File: config.mk
export PLATFORM = sky130hd
export DESIGN_NAME = sbe_ctrl
export DESIGN_NICKNAME = d
export VERILOG_FILES = /design/src/rtl/sbe_pkg.sv /design/src/rtl/sbe_ctrl.sv
export SDC_FILE = /design/constraint.sdc
export NUM_CORES = 1
export LEC_CHECK = 0
export ABC_AREA = 1
export BUFFER_PORTS_ARGS = -buffer_cell sky130_fd_sc_hd__buf_2
export CORE_AREA = 2 2 39 41
export DETAILED_ROUTE_END_ITERATION = 7
export DIE_AREA = 0 0 41 43
export PLACE_DENSITY = 0.38
export SYNTH_ARGS = -nofsm -noshare
export SYNTH_HDL_FRONTEND = slang
export SYNTH_SLANG_ARGS = --single-unit
File: constraint.sdc
create_clock -name clk -period 1.51 [get_ports clk]
set_clock_uncertainty 0.15 [all_clocks]
set_input_delay 0.151 -clock clk [delete_from_list [all_inputs] [get_ports clk]]
set_output_delay 0.151 -clock clk [all_outputs]
set_load 0.1 [all_outputs]
File: src/rtl/sbe_pkg.sv
package sbe_pkg;

  // Defaults for the top-level parameters
  localparam int STACK_DEPTH_DEF = 1024;
  localparam int DATA_WIDTH_DEF  = 32;

  // Fixed field widths of the channels
  localparam int FUNC_W   = 3;
  localparam int PUSH_W   = 32;
  localparam int TOP_W    = 32;
  localparam int STATUS_W = 2;

  // Operation codes
  localparam logic [FUNC_W-1:0] FN_ADD  = 3'd0;
  localparam logic [FUNC_W-1:0] FN_SUB  = 3'd1;
  localparam logic [FUNC_W-1:0] FN_MUL  = 3'd2;
  localparam logic [FUNC_W-1:0] FN_DIV  = 3'd3;
  localparam logic [FUNC_W-1:0] FN_PUSH = 3'd4;
  localparam logic [FUNC_W-1:0] FN_RET  = 3'd5;

  // Status codes
  localparam logic [STATUS_W-1:0] ST_OK    = 2'd0;
  localparam logic [STATUS_W-1:0] ST_UNDER = 2'd1;
  localparam logic [STATUS_W-1:0] ST_OVER  = 2'd2;
  localparam logic [STATUS_W-1:0] ST_DIVZ  = 2'd3;

  // Sequencer states
  typedef enum logic [2:0] {
    S_IDLE,
    S_DEC,
    S_ITER,
    S_WRITE,
    S_PUT
  } state_t;

  // Commands from the controller to the datapath
  typedef struct packed {
    logic load;
    logic start_iter;
    logic iter_step;
    logic commit;
    logic out_load;
  } cmd_t;

  // Status from the datapath to the controller
  typedef struct packed {
    logic fault;
    logic op_direct;
    logic op_iter;
    logic iter_last;
    logic out_free;
  } sts_t;

endpackage

File: src/rtl/sbe_ctrl.sv
module sbe_ctrl (
  input  logic          clk,
  input  logic          rst_n,
  input  logic          in_valid,
  output logic          in_stall,
  input  sbe_pkg::sts_t sts,
  output sbe_pkg::cmd_t cmd
);

  sbe_pkg::state_t state_r;
  sbe_pkg::state_t state_nxt;

  // State register
  always_ff @(posedge clk) begin
    if (!rst_n) begin
      state_r <= sbe_pkg::S_IDLE;
    end else begin
      state_r <= state_nxt;
    end
  end

  // Next state and commands
  always_comb begin
    state_nxt      = state_r;
    cmd            = '0;
    in_stall       = 1'b1;
    unique case (state_r)
      sbe_pkg::S_IDLE: begin
        in_stall = 1'b0;
        if (in_valid) begin
          cmd.load  = 1'b1;
          state_nxt = sbe_pkg::S_DEC;
        end
      end
      sbe_pkg::S_DEC: begin
        if (sts.fault) begin
          state_nxt = sbe_pkg::S_PUT;
        end else if (sts.op_direct) begin
          state_nxt = sbe_pkg::S_WRITE;
        end else if (sts.op_iter) begin
          cmd.start_iter = 1'b1;
          state_nxt      = sbe_pkg::S_ITER;
        end else begin
          state_nxt = sbe_pkg::S_PUT;
        end
      end
      sbe_pkg::S_ITER: begin
        cmd.iter_step = 1'b1;
        if (sts.iter_last) begin
          state_nxt = sbe_pkg::S_WRITE;
        end
      end
      sbe_pkg::S_WRITE: begin
        cmd.commit = 1'b1;
        state_nxt  = sbe_pkg::S_PUT;
      end
      sbe_pkg::S_PUT: begin
        if (sts.out_free) begin
          cmd.out_load = 1'b1;
          state_nxt    = sbe_pkg::S_IDLE;
        end
      end
      default: begin
        state_nxt = sbe_pkg::S_IDLE;
      end
    endcase
  end

endmodule

==> impl_metrics.ini <==
[power]
pwr-share-comb_pct = 54.2
p_int_w = 0.000291
p_seq_share_pct = 21.0
switchingPower_w = 0.000255
p_leak_nw = 0.216
vdd_ir_drop_max_mv = 0.565
pwr-share-clk_pct = 24.8
powerDensity_nw_per_um2 = 1100
netSwitchingFraction_pct = 46.7

[timing]
fmax_ghz = 0.683
final-max-slew-violation-count = 0
worst-slew-pin-transition_ns = 0.279
grt_setup_unrepaired = false
finalHoldViolCount = 0
finalHoldWorstSlack_ns = 0.0451
fin_crit_sh_pct = 96.9
finalCriticalPeriod_ns = 1.46
relSlewSlack_pct = 81.2
setup_viol = 0
layout_setup_ws_ns = 0.0462

[clock_network]
root_buffer = clkbuf_4
cts_tree = done
cts_buffers = 3
clockBufferDepth = 2
htree_num_levels = 1
cts_setup_buffers = 0
cts.sinks = 3
clkSlewWorstSetupHoldPaths_ns = 0.03
insertion_delay_ns = 0.23

[global_route]
grt_pass1_vias = 270
grt_max_degree = 7
gr-total-overflow = 0
antenna_found_initial = 0
grtUsageTotal_pct = 9.13
grt_pass1_wl_um = 1040

[routing]
viasPerCell = 3.96
wl_per_cell_um = 8.37
drt_iter0_markers = 0
drt_first_pass_iters = 1
drc = 0
drt.antenna.violating_nets = 0
num_vias = 277
wl_um = 586

[floorplanning]
rows = 14
die_h_um = 43
io_pins = 14
die_x_um = 41
coreArea_um2 = 1380
start_util_pct = 15.5
dieArea_um2 = 1760

[status]
outcome = complete, no violations

[place]
dp_slack_ns = 0.171
gp_congestion = 0.725
portBuffers = 13
dp_cells = 66

[yosys]
synthTopCellsByArea = dfxtp_1 (28%), inv_1 (12%), nand3_1 (12%), nand2_1 (11%), nor2_1 (8.8%)
async_reset_ff_share_pct = 0
synth.avg_cell_area_um2 = 5.78
ys_seq_area_share_pct = 28.1
synthFlopType = dfxtp_1
yosysTopAreaCell = dfxtp_1
synth_common_cells = inv_1 (7), nand2_1 (6), nand3_1 (5), nor2_1 (5), dfxtp_1 (3)
syn-num-nets = 45
ys_seq_elements = 3
synth.distinct_cells = 12
synth_top_area_share_pct = 28.1
yosys_warnings = 0
yosysMostFrequentCell = inv_1
netlist_area_um2 = 214
synth-edff-count = 0
syn_inst = 37

[worst_setup_path]
worst-path-buf-inv = 1
cpMaxStageDelayCell = dfxtp_4
cp_top_family = flip-flops
path_cells = nor4_4 > buf_12
path_class = reg -> out
critPathRequiredTime_ns = 1.21
cp.arrival_ns = 1.16
worst-path-max-fanout = 6
cp_slowest_stage_delay_ns = 0.37
start_kind = flop
end_kind = output pin

[cells_and_area]
largest_registers = state_r x3
syn_to_final_growth_pct = 132
top_register = state_r
drive_gt1_share_pct = 59.3
nets = 63
antennaDiodeCount = 0
stdcell_count = 70
largest_reg_flops = 3

[flow_run]
maxCapViolations = 0

[min_path]
min_path_type = in -> reg
## kinds of logic after synthesis
logic type / Yosys count / synth area share [%]
simple gates: 21 / 46.8
buf+inv: 9 / 15.8
compound gates: 4 / 9.36
flops: 3 / 28.1
## metal layers
metal	part of all wire (%)	wire length [µm]	up-vias	global-route usage [%]
met5	0	0	-	0
met4	0	0	0	6.00
met3	2.4	14	0	4.71
met2	52	305	4	10.6
met1	45	265	121	12.5
li1	-	-	152	-
## final timing paths
check                            endpoint  slack, ns  depth (start not counted)                    start
setup / recovery                   cmd[0]       0.05                          2  state_r[1]$_SDFFE_PN0P_
hold / removal    state_r[1]$_SDFFE_PN0P_       0.05                          3                    rst_n
setup reg to reg  state_r[2]$_SDFFE_PN0P_       0.42                          4  state_r[0]$_SDFFE_PN0P_
hold reg to reg   state_r[2]$_SDFFE_PN0P_       0.46                          2  state_r[2]$_SDFFE_PN0P_
## layout make-up
class | instances | area (µm²)
fillers | 148 | 888
multi-input cells | 25 | 191
repair buffers | 13 | 155
flip-flops and latches | 3 | 68.8
inverters | 9 | 33.8
clock buffers | 4 | 26.3
well taps | 16 | 20.0
## cells in the final DEF (no fill, tap or decap), drive strengths merged
| cell type | netlist | layout |
|---|---|---|
| nand2 | 6 | 6 |
| nand3 | 5 | 5 |
| buf | 0 | 13 |
| nor4 | 2 | 2 |
| inv | 9 | 9 |
| nor2 | 6 | 6 |
| dfxtp | 3 | 3 |
| clkbuf | 0 | 4 |
| nor3 | 2 | 2 |
| o21ai | 2 | 2 |
| a21oi | 2 | 2 |
## what timing repair did
item / in CTS / in global routing
hold buffers: 0 / 0
gates resized for setup: 2 / 4
endpoints found under the hold margin: 0 / 0
setup endpoints to repair: 1 / 2
## worst register-to-register path, stage by stage (launching register included)
cell and delay (ns):
dfxtp_2 0.39, inv_2 0.10, nor2_1 0.12, o21ai_0 0.11
a21oi_1 0.13
## power groups by stage
| stage | Sequential [W] | Clock, W | Combinational, W |
|---|---|---|---|
| finish | 0.000115 | 0.000135 | 0.000296 |
| floorplan | 0.000109 | 0 | 0.000199 |
| detailed placement | 0.000113 | 0 | 0.000292 |
| global placement | 0.000112 | 0 | 0.000293 |
| CTS | 0.000112 | 0.000145 | 0.000294 |
| global route | 0.000116 | 0.000157 | 0.000311 |
## per-stage QoR
step	util (%)	instance area [µm²]	setup TNS (ns)	total power, W
3_5_place_dp	32.6	452	0	0.000405
4_1_cts	34.9	483	0	0.000550
3_3_place_gp	32.6	452	0	0.000405
2_1_floorplan	-	277	-0.754	0.000308
6_report	35.8	495	0	0.000545
5_1_grt	35.8	495	0	0.000584
Power figures use the tool's default switching activity.
